<file path="config.mk">
export PLATFORM = sky130hd
export DESIGN_NAME = markup_token_lexer_core
export DESIGN_NICKNAME = d
export VERILOG_FILES = /design/src/rtl/mtl_pkg.sv /design/src/rtl/markup_token_lexer_core.sv /design/src/rtl/mtl_outq.sv
export SDC_FILE = /design/constraint.sdc
export NUM_CORES = 1
export LEC_CHECK = 0
export ABC_AREA = 1
export ABC_CLOCK_PERIOD_IN_PS = 14800
export BUFFER_PORTS_ARGS = -buffer_cell sky130_fd_sc_hd__buf_2
export CORE_MARGIN = 5
export CORE_UTILIZATION = 45
export CTS_BUF_LIST = sky130_fd_sc_hd__clkbuf_8
export DETAILED_ROUTE_END_ITERATION = 16
export SETUP_SLACK_MARGIN = 0.15
export SYNTH_ARGS = -nofsm -noshare
export SYNTH_HDL_FRONTEND = slang
export SYNTH_HIERARCHICAL = 1
export SYNTH_SLANG_ARGS = --single-unit
</file>
<file path="constraint.sdc">
create_clock -name i_clk -period 14.8 [get_ports i_clk]
set_input_delay 2.96 -clock i_clk [delete_from_list [all_inputs] [get_ports i_clk]]
set_output_delay 2.96 -clock i_clk [all_outputs]
set_load 0.01 [all_outputs]
</file>
<file path="src/rtl/mtl_pkg.sv">
// Shared types, token codes and keyword tables for the token lexer.
`default_nettype none
package mtl_pkg;

    // Lexer modes
    typedef enum logic [4:0] {
        M_IDLE, M_NUM_INT, M_NUM_FRAC, M_EXP_START, M_EXP_DIG, M_IDENT,
        M_STR, M_STR_ESC, M_STR_UNI, M_SLASH, M_LINE_COM, M_BLOCK_COM,
        M_BLOCK_STAR, M_EQ, M_BANG, M_LT, M_GT
    } t_mode;

    // One result item
    typedef struct packed {
        logic [5:0]  kind;
        logic [1:0]  err;
        logic [15:0] len;
        logic [15:0] line;
        logic [15:0] col;
        logic        last;
    } t_tok;

    localparam logic [5:0] K_NUMBER = 6'd0;
    localparam logic [5:0] K_STRING = 6'd1;
    localparam logic [5:0] K_IDENT  = 6'd2;
    localparam logic [5:0] K_LPAREN = 6'd11;
    localparam logic [5:0] K_RPAREN = 6'd12;
    localparam logic [5:0] K_LBRACE = 6'd13;
    localparam logic [5:0] K_RBRACE = 6'd14;
    localparam logic [5:0] K_LBRACK = 6'd15;
    localparam logic [5:0] K_RBRACK = 6'd16;
    localparam logic [5:0] K_SEMI   = 6'd17;
    localparam logic [5:0] K_COMMA  = 6'd18;
    localparam logic [5:0] K_DOT    = 6'd19;
    localparam logic [5:0] K_COLON  = 6'd20;
    localparam logic [5:0] K_PLUS   = 6'd21;
    localparam logic [5:0] K_MINUS  = 6'd22;
    localparam logic [5:0] K_STAR   = 6'd23;
    localparam logic [5:0] K_DIV    = 6'd24;
    localparam logic [5:0] K_CARET  = 6'd25;
    localparam logic [5:0] K_ASSIGN = 6'd26;
    localparam logic [5:0] K_EQ     = 6'd27;
    localparam logic [5:0] K_NE     = 6'd28;
    localparam logic [5:0] K_LT     = 6'd29;
    localparam logic [5:0] K_LE     = 6'd30;
    localparam logic [5:0] K_GT     = 6'd31;
    localparam logic [5:0] K_GE     = 6'd32;
    localparam logic [5:0] K_ERROR  = 6'd33;
    localparam logic [5:0] K_EOF    = 6'd34;

    localparam logic [1:0] E_NONE     = 2'd0;
    localparam logic [1:0] E_UNTERM   = 2'd1;
    localparam logic [1:0] E_UNEXPECT = 2'd2;

    localparam int unsigned KW_NUM   = 20;
    localparam int unsigned KW_CHARS = 12;

    // Words that carry a class; text is right-justified (last char in byte 0)
    localparam logic [KW_CHARS-1:0][7:0] KW_TEXT [KW_NUM] = '{
        "element", "sphere", "shell", "point",
        "material", "animation", "keyframe", "transition",
        "behavior", "physics", "force", "collision",
        "bot", "agent", "parallel", "distributed",
        "solid", "liquid", "gas", "plasma"
    };
    localparam int unsigned KW_LEN [KW_NUM] = '{
        7, 6, 5, 5, 8, 9, 8, 10, 8, 7, 5, 9, 3, 5, 8, 11, 5, 6, 3, 6
    };
    localparam logic [5:0] KW_KIND [KW_NUM] = '{
        6'd3, 6'd3, 6'd3, 6'd3, 6'd4, 6'd4, 6'd4, 6'd4,
        6'd5, 6'd5, 6'd5, 6'd5, 6'd6, 6'd6, 6'd6, 6'd6,
        6'd7, 6'd8, 6'd9, 6'd10
    };
    // Bit n set: the class applies under language n (matter words always)
    localparam logic [3:0] KW_LANG [KW_NUM] = '{
        4'b0001, 4'b0001, 4'b0001, 4'b0001,
        4'b0011, 4'b0010, 4'b0010, 4'b0010,
        4'b0101, 4'b0100, 4'b0100, 4'b0100,
        4'b1000, 4'b1000, 4'b1000, 4'b1000,
        4'b1111, 4'b1111, 4'b1111, 4'b1111
    };

    localparam int unsigned OUTQ_DEPTH = 4;

endpackage
`default_nettype wire

</file>
<file path="src/rtl/markup_token_lexer_core.sv">
// Top level of the streaming token lexer.
//
//  channel | direction | signals
//  input   | in        | i_in_valid / o_in_ready, i_op, i_char_code
//  result  | out       | o_out_valid / i_out_ready, o_token_kind .. o_last
//  config  | in        | i_cfg_we, i_cfg_wdata (language select)
//
// One byte is lexed in the cycle it is transferred; its tokens (zero to two)
// enter a four-entry queue and appear from the next cycle on.
// Input is taken whenever the queue has room for two tokens, so one byte per
// cycle is sustained while no byte gives two tokens and the result side takes one token per cycle.
// Synchronous active-low reset returns to line 1, column 1, language 0.
`default_nettype none
module markup_token_lexer_core #(
    parameter int unsigned MAX_KEYWORD_LEN = 15,
    parameter int unsigned POSITION_BITS   = 16
) (
    input  wire logic        i_clk,
    input  wire logic        i_rst_n,
    input  wire logic        i_cfg_we,
    input  wire logic [1:0]  i_cfg_wdata,
    input  wire logic        i_in_valid,
    output logic             o_in_ready,
    input  wire logic [0:0]  i_op,
    input  wire logic [7:0]  i_char_code,
    output logic             o_out_valid,
    input  wire logic        i_out_ready,
    output logic [5:0]       o_token_kind,
    output logic [1:0]       o_error_kind,
    output logic [15:0]      o_token_length,
    output logic [15:0]      o_start_line,
    output logic [15:0]      o_start_column,
    output logic             o_last
);
    import mtl_pkg::*;

    localparam logic [POSITION_BITS-1:0] POS_ONE = POSITION_BITS'(1);

    logic [1:0]               r_lang;
    t_mode                    r_mode, n_mode;
    logic                     r_quote, n_quote;
    logic [2:0]               r_esc, n_esc;
    logic [7:0]               r_buf [MAX_KEYWORD_LEN];
    logic [7:0]               n_buf [MAX_KEYWORD_LEN];
    logic [15:0]              r_run, n_run;
    logic [POSITION_BITS-1:0] r_line, n_line, r_col, n_col;
    logic [POSITION_BITS-1:0] r_tline, n_tline, r_tcol, n_tcol;

    logic        accept;
    logic [7:0]  c, c_low;
    logic        is_dig, is_alp, is_ws;
    logic [7:0]  cmp [KW_CHARS];
    logic [5:0]  word_kind;
    logic        fl_emit;
    logic [5:0]  fl_kind;
    logic [1:0]  fl_err;
    logic        st_emit;
    logic [5:0]  st_kind;
    logic [1:0]  st_err;
    t_mode       st_mode;
    logic        redo;
    logic [1:0]  cnt;
    t_tok        tok0, tok1, tmp;
    logic [15:0] run_inc;
    logic        q_room;
    t_tok        q_tok;

    assign accept     = i_in_valid && o_in_ready;
    assign o_in_ready = q_room;
    assign c          = i_char_code;
    assign is_dig     = (c >= "0") && (c <= "9");
    assign is_alp     = ((c >= "a") && (c <= "z")) || ((c >= "A") && (c <= "Z")) || (c == "_");
    assign is_ws      = (c == " ") || (c == 8'h09) || (c == 8'h0D) || (c == 8'h0A);
    assign c_low      = ((c >= "A") && (c <= "Z")) ? c + 8'd32 : c;
    assign run_inc    = (r_run != 16'hFFFF) ? r_run + 16'd1 : r_run;

    // Word buffer view cut or padded to the width of the class word text
    for (genvar g = 0; g < KW_CHARS; g++) begin : g_cmp
        if (g < MAX_KEYWORD_LEN) begin : g_in
            assign cmp[g] = r_buf[g];
        end else begin : g_out
            assign cmp[g] = 8'd0;
        end
    end

    // Classify the buffered word against all class words in parallel
    always_comb begin
        logic hit;
        word_kind = K_IDENT;
        for (int w = 0; w < KW_NUM; w++) begin
            hit = (r_run == 16'(KW_LEN[w]));
            for (int i = 0; i < KW_CHARS; i++) begin
                if (i < KW_LEN[w]) begin
                    hit = hit && (cmp[i] == KW_TEXT[w][KW_LEN[w] - 1 - i]);
                end
            end
            if (hit && KW_LANG[w][r_lang]) begin
                word_kind = KW_KIND[w];
            end
        end
    end

    // Pending token that a flush would give
    always_comb begin
        fl_emit = 1'b1;
        fl_kind = K_NUMBER;
        fl_err  = E_NONE;
        unique case (r_mode)
            M_NUM_INT, M_NUM_FRAC, M_EXP_START, M_EXP_DIG: fl_kind = K_NUMBER;
            M_IDENT:  fl_kind = word_kind;
            M_STR, M_STR_ESC, M_STR_UNI: begin
                fl_kind = K_ERROR;
                fl_err  = E_UNTERM;
            end
            M_SLASH:  fl_kind = K_DIV;
            M_EQ:     fl_kind = K_ASSIGN;
            M_BANG: begin
                fl_kind = K_ERROR;
                fl_err  = E_UNEXPECT;
            end
            M_LT:     fl_kind = K_LT;
            M_GT:     fl_kind = K_GT;
            default:  fl_emit = 1'b0;
        endcase
    end

    // Decode of a byte that opens a token
    always_comb begin
        st_emit = 1'b1;
        st_kind = K_ERROR;
        st_err  = E_NONE;
        st_mode = M_IDLE;
        if (is_dig) begin
            st_emit = 1'b0;
            st_mode = M_NUM_INT;
        end else if (is_alp) begin
            st_emit = 1'b0;
            st_mode = M_IDENT;
        end else begin
            case (c)
                "\"", "'": begin st_emit = 1'b0; st_mode = M_STR;   end
                "/":       begin st_emit = 1'b0; st_mode = M_SLASH; end
                "=":       begin st_emit = 1'b0; st_mode = M_EQ;    end
                "!":       begin st_emit = 1'b0; st_mode = M_BANG;  end
                "<":       begin st_emit = 1'b0; st_mode = M_LT;    end
                ">":       begin st_emit = 1'b0; st_mode = M_GT;    end
                "(": st_kind = K_LPAREN;
                ")": st_kind = K_RPAREN;
                "{": st_kind = K_LBRACE;
                "}": st_kind = K_RBRACE;
                "[": st_kind = K_LBRACK;
                "]": st_kind = K_RBRACK;
                ";": st_kind = K_SEMI;
                ",": st_kind = K_COMMA;
                ".": st_kind = K_DOT;
                ":": st_kind = K_COLON;
                "+": st_kind = K_PLUS;
                "-": st_kind = K_MINUS;
                "*": st_kind = K_STAR;
                "^": st_kind = K_CARET;
                default: st_err = E_UNEXPECT;
            endcase
        end
    end

    // Step the lexer for one transferred item
    always_comb begin
        n_mode  = r_mode;
        n_quote = r_quote;
        n_esc   = r_esc;
        n_buf   = r_buf;
        n_run   = r_run;
        n_line  = r_line;
        n_col   = r_col;
        n_tline = r_tline;
        n_tcol  = r_tcol;
        redo    = 1'b0;
        cnt     = 2'd0;
        tok0    = '0;
        tok1    = '0;
        tmp     = '0;

        if (i_op[0]) begin
            // flush, give eof, then return to idle mode at line 1, column 1
            if (fl_emit) begin
                tok0 = '{fl_kind, fl_err, r_run, 16'(r_tline), 16'(r_tcol), 1'b0};
                cnt  = 2'd1;
            end
            tmp = '{K_EOF, E_NONE, 16'd0, 16'(r_line), 16'(r_col), 1'b0};
            if (cnt == 2'd0) tok0 = tmp; else tok1 = tmp;
            cnt     = cnt + 2'd1;
            n_mode  = M_IDLE;
            n_quote = 1'b0;
            n_esc   = 3'd0;
            n_run   = 16'd0;
            n_line  = POS_ONE;
            n_col   = POS_ONE;
            n_tline = POS_ONE;
            n_tcol  = POS_ONE;
        end else begin
            unique case (r_mode)
                M_IDLE: redo = 1'b1;
                M_NUM_INT, M_NUM_FRAC: begin
                    if (is_dig) begin
                        n_run = run_inc;
                    end else if (c == "." && r_mode == M_NUM_INT) begin
                        n_run  = run_inc;
                        n_mode = M_NUM_FRAC;
                    end else if (c == "e" || c == "E") begin
                        n_run  = run_inc;
                        n_mode = M_EXP_START;
                    end else begin
                        redo = 1'b1;
                    end
                end
                M_EXP_START: begin
                    if (is_dig || c == "+" || c == "-") begin
                        n_run  = run_inc;
                        n_mode = M_EXP_DIG;
                    end else begin
                        redo = 1'b1;
                    end
                end
                M_EXP_DIG: begin
                    if (is_dig) n_run = run_inc;
                    else redo = 1'b1;
                end
                M_IDENT: begin
                    if (is_alp || is_dig) begin
                        for (int i = 0; i < MAX_KEYWORD_LEN; i++) begin
                            if (r_run == 16'(i)) n_buf[i] = c_low;
                        end
                        n_run = run_inc;
                    end else begin
                        redo = 1'b1;
                    end
                end
                M_STR: begin
                    n_run = run_inc;
                    if (c == "\\") begin
                        n_mode = M_STR_ESC;
                    end else if (c == (r_quote ? 8'h27 : 8'h22)) begin
                        tok0   = '{K_STRING, E_NONE, run_inc, 16'(r_tline), 16'(r_tcol), 1'b0};
                        cnt    = 2'd1;
                        n_mode = M_IDLE;
                    end
                end
                M_STR_ESC: begin
                    n_run = run_inc;
                    if (c == "u") begin
                        n_esc  = 3'd4;
                        n_mode = M_STR_UNI;
                    end else begin
                        n_mode = M_STR;
                    end
                end
                M_STR_UNI: begin
                    n_run = run_inc;
                    n_esc = r_esc - 3'd1;
                    if (r_esc == 3'd1) n_mode = M_STR;
                end
                M_SLASH: begin
                    if (c == "/") n_mode = M_LINE_COM;
                    else if (c == "*") n_mode = M_BLOCK_COM;
                    else redo = 1'b1;
                end
                M_LINE_COM: begin
                    if (c == 8'h0A) n_mode = M_IDLE;
                end
                M_BLOCK_COM: begin
                    if (c == "*") n_mode = M_BLOCK_STAR;
                end
                M_BLOCK_STAR: begin
                    if (c == "/") n_mode = M_IDLE;
                    else if (c != "*") n_mode = M_BLOCK_COM;
                end
                M_EQ, M_BANG, M_LT, M_GT: begin
                    if (c == "=") begin
                        tmp.kind = (r_mode == M_EQ)   ? K_EQ :
                                   (r_mode == M_BANG) ? K_NE :
                                   (r_mode == M_LT)   ? K_LE : K_GE;
                        tok0   = '{tmp.kind, E_NONE, run_inc, 16'(r_tline), 16'(r_tcol), 1'b0};
                        cnt    = 2'd1;
                        n_mode = M_IDLE;
                    end else begin
                        redo = 1'b1;
                    end
                end
                default: redo = 1'b1;
            endcase

            // flush the pending token, then open a new one with this byte unless it is whitespace
            if (redo) begin
                if (fl_emit) begin
                    tok0 = '{fl_kind, fl_err, r_run, 16'(r_tline), 16'(r_tcol), 1'b0};
                    cnt  = 2'd1;
                end
                n_mode = M_IDLE;
                if (!is_ws) begin
                    n_tline = r_line;
                    n_tcol  = r_col;
                    n_run   = 16'd1;
                    n_mode  = st_mode;
                    if (is_alp) n_buf[0] = c_low;
                    if (c == "\"" || c == "'") n_quote = (c == "'");
                    if (st_emit) begin
                        tmp = '{st_kind, st_err, 16'd1, 16'(r_line), 16'(r_col), 1'b0};
                        if (cnt == 2'd0) tok0 = tmp; else tok1 = tmp;
                        cnt = cnt + 2'd1;
                    end
                end
            end

            // advance the source position
            if (c == 8'h0A) begin
                if (r_line != '1) n_line = r_line + POS_ONE;
                n_col = POS_ONE;
            end else if (r_col != '1) begin
                n_col = r_col + POS_ONE;
            end
        end

        if (cnt == 2'd1) tok0.last = 1'b1;
        if (cnt == 2'd2) tok1.last = 1'b1;
    end

    // Control state
    always_ff @(posedge i_clk) begin
        if (!i_rst_n) begin
            r_lang  <= 2'd0;
            r_mode  <= M_IDLE;
            r_quote <= 1'b0;
            r_esc   <= 3'd0;
            r_run   <= 16'd0;
            r_line  <= POS_ONE;
            r_col   <= POS_ONE;
            r_tline <= POS_ONE;
            r_tcol  <= POS_ONE;
        end else begin
            if (i_cfg_we) r_lang <= i_cfg_wdata;
            if (accept) begin
                r_mode  <= n_mode;
                r_quote <= n_quote;
                r_esc   <= n_esc;
                r_run   <= n_run;
                r_line  <= n_line;
                r_col   <= n_col;
                r_tline <= n_tline;
                r_tcol  <= n_tcol;
            end
        end
    end

    // Word buffer
    always_ff @(posedge i_clk) begin
        if (accept) r_buf <= n_buf;
    end

    mtl_outq u_outq (
        .i_clk      (i_clk),
        .i_rst_n    (i_rst_n),
        .i_push_cnt (accept ? cnt : 2'd0),
        .i_tok0     (tok0),
        .i_tok1     (tok1),
        .o_room     (q_room),
        .o_valid    (o_out_valid),
        .i_ready    (i_out_ready),
        .o_tok      (q_tok)
    );

    assign o_token_kind   = q_tok.kind;
    assign o_error_kind   = q_tok.err;
    assign o_token_length = q_tok.len;
    assign o_start_line   = q_tok.line;
    assign o_start_column = q_tok.col;
    assign o_last         = q_tok.last;

endmodule
`default_nettype wire

</file>
<file path="src/rtl/mtl_outq.sv">
// Four-entry result queue taking up to two tokens per cycle.
`default_nettype none
module mtl_outq (
    input  wire logic          i_clk,
    input  wire logic          i_rst_n,
    input  wire logic [1:0]    i_push_cnt,
    input  wire mtl_pkg::t_tok i_tok0,
    input  wire mtl_pkg::t_tok i_tok1,
    output logic               o_room,
    output logic               o_valid,
    input  wire logic          i_ready,
    output mtl_pkg::t_tok      o_tok
);
    import mtl_pkg::*;

    t_tok       r_mem [OUTQ_DEPTH];
    logic [1:0] r_wp, r_rp;
    logic [2:0] r_cnt;
    logic [1:0] n_wp, n_rp;
    logic [2:0] n_cnt;
    logic       pop;

    assign o_valid = (r_cnt != 3'd0);
    assign o_room  = (r_cnt <= 3'd2);
    assign o_tok   = r_mem[r_rp];
    assign pop     = o_valid && i_ready;

    // Advance pointers and fill level
    always_comb begin
        n_wp  = r_wp + i_push_cnt;
        n_rp  = r_rp + {1'b0, pop};
        n_cnt = r_cnt + {1'b0, i_push_cnt} - {2'b00, pop};
    end

    always_ff @(posedge i_clk) begin
        if (!i_rst_n) begin
            r_wp  <= '0;
            r_rp  <= '0;
            r_cnt <= '0;
        end else begin
            r_wp  <= n_wp;
            r_rp  <= n_rp;
            r_cnt <= n_cnt;
        end
    end

    // Store new tokens
    always_ff @(posedge i_clk) begin
        if (i_push_cnt != 2'd0) begin
            r_mem[r_wp] <= i_tok0;
        end
        if (i_push_cnt == 2'd2) begin
            r_mem[r_wp + 2'd1] <= i_tok1;
        end
    end

endmodule
`default_nettype wire
</file>
# Word-level counts from Yosys, hierarchy flattened
# Memory sizes are Yosys's and may differ from the RTL's. A register that Yosys moved wholly into a read port is not among the register bits.
# Index checks and enable logic that the tools add are counted.
# Widths: inputs -> output; s select.
# classes
eq_ne,164
addsub,12
mux,173
reduce_logical,211
bitwise,1
magnitude_cmp,8
# ops
cell,count
$mux 57,15
$eq 8x7->1 const B,93
$mux 16,22
$mux 120,2
$logic_and 1x1->1,159
$mux 8,19
$mux 6,24
$eq 8x6->1 const B,17
$pmux 57 s2,1
$eq 16x4->1 const B,7
$mux 52,2
$mux 5,19
$pmux 6 s14,1
$pmux 16 s5,1
$reduce_and 5->1,14
$eq 16x3->1 const B,4
$pmux 5 s10,1
$add 16x1->16 const B,3
$ne 16x16->1 const B,3
$eq 5x4->1 const B,8
$mux 1,36
$pmux 6 s6,1
$eq 16x2->1 const B,2
$pmux 5 s6,1
other kinds (54),114
# totals
out_inout_bits,59
reg_bits,218
memories,1
word_cells,597
inputBits,16
ramBits,228
# mem_list
name,depth,width,read_ports,rd_ports_with_merged_regs,wr,line,rtl
u_outq.r_mem,4,57,1,1,2,mtl_outq.sv:16,t_tok r_mem [OUTQ_DEPTH];

# Depth between registers and ports, before layout
# logic_depth
ltp_word,37
ltp_mapped,24
ltp_nobuf,23

# Cells and area by module
# The synthesis kept the hierarchy.
# modules_own_cells
mod,cells_per_inst,instances,area_each_um2
markup_token_lexer_core,2272,1,13918.3
mtl_outq,1177,1,11294.6

# Worst setup path after synthesis
# OpenSTA, ideal clock, no wires.
# synth_path
path_kind,in2reg
start,in i_char_code[2]
end,"mem u_outq/r_mem[3][0] (netlist bit), enable pin"
arrival_ns,9.161
path_buffers,2
path_stages,19
setup_slack_ns,5.082
setup_ns,0.557
path_cell_list,buf_2 > inv_2 > nand2_1 > nor2_1 > nand2_1 > nand2_1 > nand2_1 > buf_4 > nand2_1 > nand2_1 > nor2_4 > nand3_4 > nand2_4 > inv_1 > nand2_1 > nand3_1 > nor2_1 > nor2_1 > o31ai_1
# synth_lines
item,line,rtl
start: declaration,markup_token_lexer_core.sv:25,"input wire logic [7:0] i_char_code,"
end: declaration,mtl_outq.sv:16,

==> impl_results.md <==
* H-Tree Depth at 3
* Dpl ws at 6.344 ns
* # Post-CTS Setup Buffers at 0
* I/O pin total at 75
* Grt ovf at 0
* Switching part of the total power at 39.50%
* Post-Synthesis Cell Area at 25210 um2
* Worst min-delay path category: reg -> reg
* Core area at about 55000 um2
* Max_cap viols at 0
* Power Internal at between 2 and 2.5 mW
* CTS Hold Buffers Added at 0
* TritonCTS clock tree: yes
* VDD IR-drop max at 0.0001074 V
* Setup crit start kind: input port
* Critical Path RT at about 15 ns
* Comb power frac at 33.8%
* DR iter-0 viols at 2408
* Layout cells sized above 1 at 8.635%
* Yosys top cell area share at 37.64%
* Cell row count at 86
* M1 GR Usage at 38.55%
* Met2 usage at 43.56%
* Total number of vias at 24053
* Worst setup margin at around 7 ns
* Area of the multi-input gates at 11740 um2
* Sequential cell area at ~11000 um2
* Post-detail-place hpwl at ~60000 um
* Sequential area share after synthesis at 45.42%
* Result of the run: completed
* Port buffer count at 74
* GR Util met3 at under 10%
* Routed vias/inst at 5.617
* WP data arrival at 8.07 ns
* DRT Pass-1 Iters at 8
* Worst Skew at 0.02155 ns
* #FFs+latches synth at 414
* RSZ-0062 raised after global routing: false
* Worst Path Max Fanout at 45
* Clock sink count at 414
* Clock Latency Late Sink at ~0.67 ns
* Rel. slew slack at 21.87%
* Post-Synth XOR/XNOR Area at less than 1%
* Max Slew Vio Count at 0
* Cell family with most CP delay: simple AND/OR/NAND/NOR gates
* Fin nets at roughly 3500
* GP Congestion at just over 0.9
* Clock power frac at 26.4%
* Critical path class: in -> reg
* Initial Utilization at 45.59%
* Worst-path clk slew at 0.05 ns
* Seq pwr share at 39.8%
* Cts bufs inserted at 74
* Period utilization at a little over half
* ANT nets after route at 0
* Wire length of the first global-routing pass at 130900 um
* Fillers at 5606
* Die span in x at about 250 um
* Area grow syn2layout at 8.923%
* Adder-cell area share of the yosys netlist at 0.7742%
* Root Buffer: clkbuf_8
* Pin count of the biggest net entering global routing at 115
* Main combinational cell family by area after synthesis: simple AND/OR/NAND/NOR gates
* Largest stage delay, worst path at 0.65 ns
* Mean Syn Cell Area at approximately 7.3 um2
* Simple-gate share of the synthesized area at approximately 28%
* Post-CTS Resized at 0
* Routed WL at 85430 um
* Final TNS setup at 0 ns
* Number of global-route vias before repair at 22005
* Synth warn at 6
* Final setup fails at 0
* Syn Inst Count at 3449
* Slowest cell on the critical path: nand2_2
* Initial antenna violation count at 3
* Wirelength per Cell at 19.95 um
* Die height at 246.7 um
* Cell mode on critical path: nand2_1
* Period minus WS final at around 8 ns
* Full die area at 60860 um2
* Bufs on Longest Clock Path at 3
* Netlist cell types at 48
* Util after Layout at 49.65%
* Fmax at 0.1287 GHz
* Leakage at ~10 nW
* Net Sw Power at 1.525 mW
* Synth Area in Compound Gates at approximately 17%
* Critical path, cell by cell: buf_2 > inv_1 > nand2_1 > nor2_2 > nand2_1 > nor2_1 > nor2_2 > nand3_2 > nand2_2 > nor2_4 > nand3_4 > nand2_4 > inv_1 > nand2_1 > nand3_1 > nor2_1 > nor2_1 > inv_1 > nand2_1 > nand2_2 > buf_4
* Area leader, netlist: edfxtp_1
* Post-synthesis mux area share at 0%
* DR DRC count at 0
* Tot GR Track Use at 27.41%
* Worst-Margin Slew at 1.172 ns
* PD cells at between 100 and 150 nW/um2
* Fin. Hold Viols at 0
* CP Buf/Inv Count at 5
* GR peak layer: met2
* Crit. End Element: register
* Synth top area cells: edfxtp_1 (38%), nand2_1 (13%), dfxtp_1 (7.8%)
[final timing paths]
check                                            start                           end  slack (ns)  cells past startpoint
worst min register to register   r_esc[1]$_SDFFE_PN0P_         r_esc[1]$_SDFFE_PN0P_        0.46                      2
worst min-delay path             r_esc[1]$_SDFFE_PN0P_         r_esc[1]$_SDFFE_PN0P_        0.46                      2
worst max-delay path                    i_char_code[4]  u_outq/r_mem[1][8]$_DFFE_PP_        7.03                     21
worst max register to register  r_mode[2]$_SDFFE_PN0P_  u_outq/r_mem[1][8]$_DFFE_PP_        9.10                     19
[Yosys cell counts, drive strengths merged]
library cell,count
nand2,861
nor2,493
o21ai,484
inv,342
edfxtp,316
nand3,195
a21oi,185
clkbuf,109
dfxtp,98
nand4,71
buf,69
o22ai,64
nor3,52
a31oi,36
ha,14
o211ai,13
xor2,8
a211oi,6
clkinv,4
nand3b,4
nor3b,4
o21a,3
o31ai,3
or2,3
nor4,2
xnor2,2
a21o,1
and2,1
conb,1
fa,1
o211a,1
o21bai,1
o221ai,1
o311ai,1
[registers in the layout, indices dropped and copies added, names as in the netlist]
register	cells
r_run	16
r_tline	16
u_outq/r_wp	2
r_col	16
r_tcol	16
r_quote	1
u_outq/r_cnt	3
r_line	16
r_lang	2
r_mode	5
u_outq/r_rp	2
cmp	88
r_esc	3
u_outq/r_mem	228
[worst register-to-register path, stage by stage (launching register included)]
cell	delay (ns)
dfxtp_1	0.46
nand2_1	0.21
nor2_1	0.17
nand2_1	0.11
nand2_1	0.12
inv_2	0.07
nand2_2	0.58
nor2_1	0.17
nand3_1	0.20
nand3_4	0.54
nand2_4	0.28
inv_1	0.09
nand2_1	0.06
nand3_1	0.13
nor2_1	0.50
nor2_1	0.20
inv_1	0.13
nand2_1	0.08
nand2_2	0.65
buf_4	0.57
[final cells by class]
type | count | share of cell area, %
diodes | 2 | 0.01822
clock buffers | 77 | 3.859
clock inverters | 60 | 1.221
inverters | 346 | 4.729
multi-input cells | 2526 | 42.74
flip-flops and latches | 414 | 41.71
well taps | 748 | 3.408
repair buffers | 109 | 2.305
[per-stage QoR]
step | cells | hold slack (ns) | area (um2) | total power, mW
6_report | 4282 | 0.4616 | 27460 | 3.862
2_1_floorplan | 3464 | 0.4393 | 25270 | 2.422
5_1_grt | 4282 | 0.4915 | 27460 | 4.096
3_3_place_gp | 4143 | 0.4504 | 26060 | 2.840
4_1_cts | 4280 | 0.4656 | 27460 | 3.890
3_5_place_dp | 4143 | 0.4580 | 26060 | 2.865
[power by group through the flow]
stage	sequential, mW	combinational (mW)	clock [mW]
final	1.54	1.31	1.02
after CTS	1.54	1.31	1.05
after detailed placement	1.56	1.30	0
after global routing	1.55	1.44	1.10
after floorplan	1.54	0.881	0
after global placement	1.56	1.28	0
[layer usage]
layer  vias to the layer above  part of all wire, %
li1                      11671                    -
met5                         -               0.0082
met4                         2                  2.8
met1                     11279                   44
met2                       963                   46
met3                       138                  7.8
[cell families (layout without fill, tap and decap cells)]
| family | count (synthesis) | after routing |
|---|---|---|
| xor gates and xnor gates | 10 | 10 |
| buffers and inverters | 524 | 592 |
| DFF | 414 | 414 |
| other | 1 | 18 |
| and+or+nand+nor | 1686 | 1686 |
| adders and majority gates | 15 | 15 |
| AOI/OAI and AO/OA | 799 | 799 |
[layout by cell type (no fill, tap or decap), types with 35 or more instances in the layout]
| cell | netlist | layout |
|---|---|---|
| a21oi_1 | 168 | 168 |
| clkbuf_8 | 0 | 77 |
| buf_2 | 38 | 74 |
| nor3_1 | 52 | 49 |
| nand4_1 | 70 | 70 |
| edfxtp_1 | 316 | 316 |
| inv_1 | 318 | 344 |
| nand3_1 | 191 | 191 |
| dfxtp_1 | 98 | 96 |
| o22ai_1 | 64 | 64 |
| a31oi_1 | 36 | 36 |
| o21ai_0 | 279 | 278 |
| nor2_1 | 472 | 471 |
| o21ai_1 | 205 | 205 |
| buf_4 | 12 | 35 |
| nand2_1 | 843 | 840 |
(Power assumes the default switching activity.)
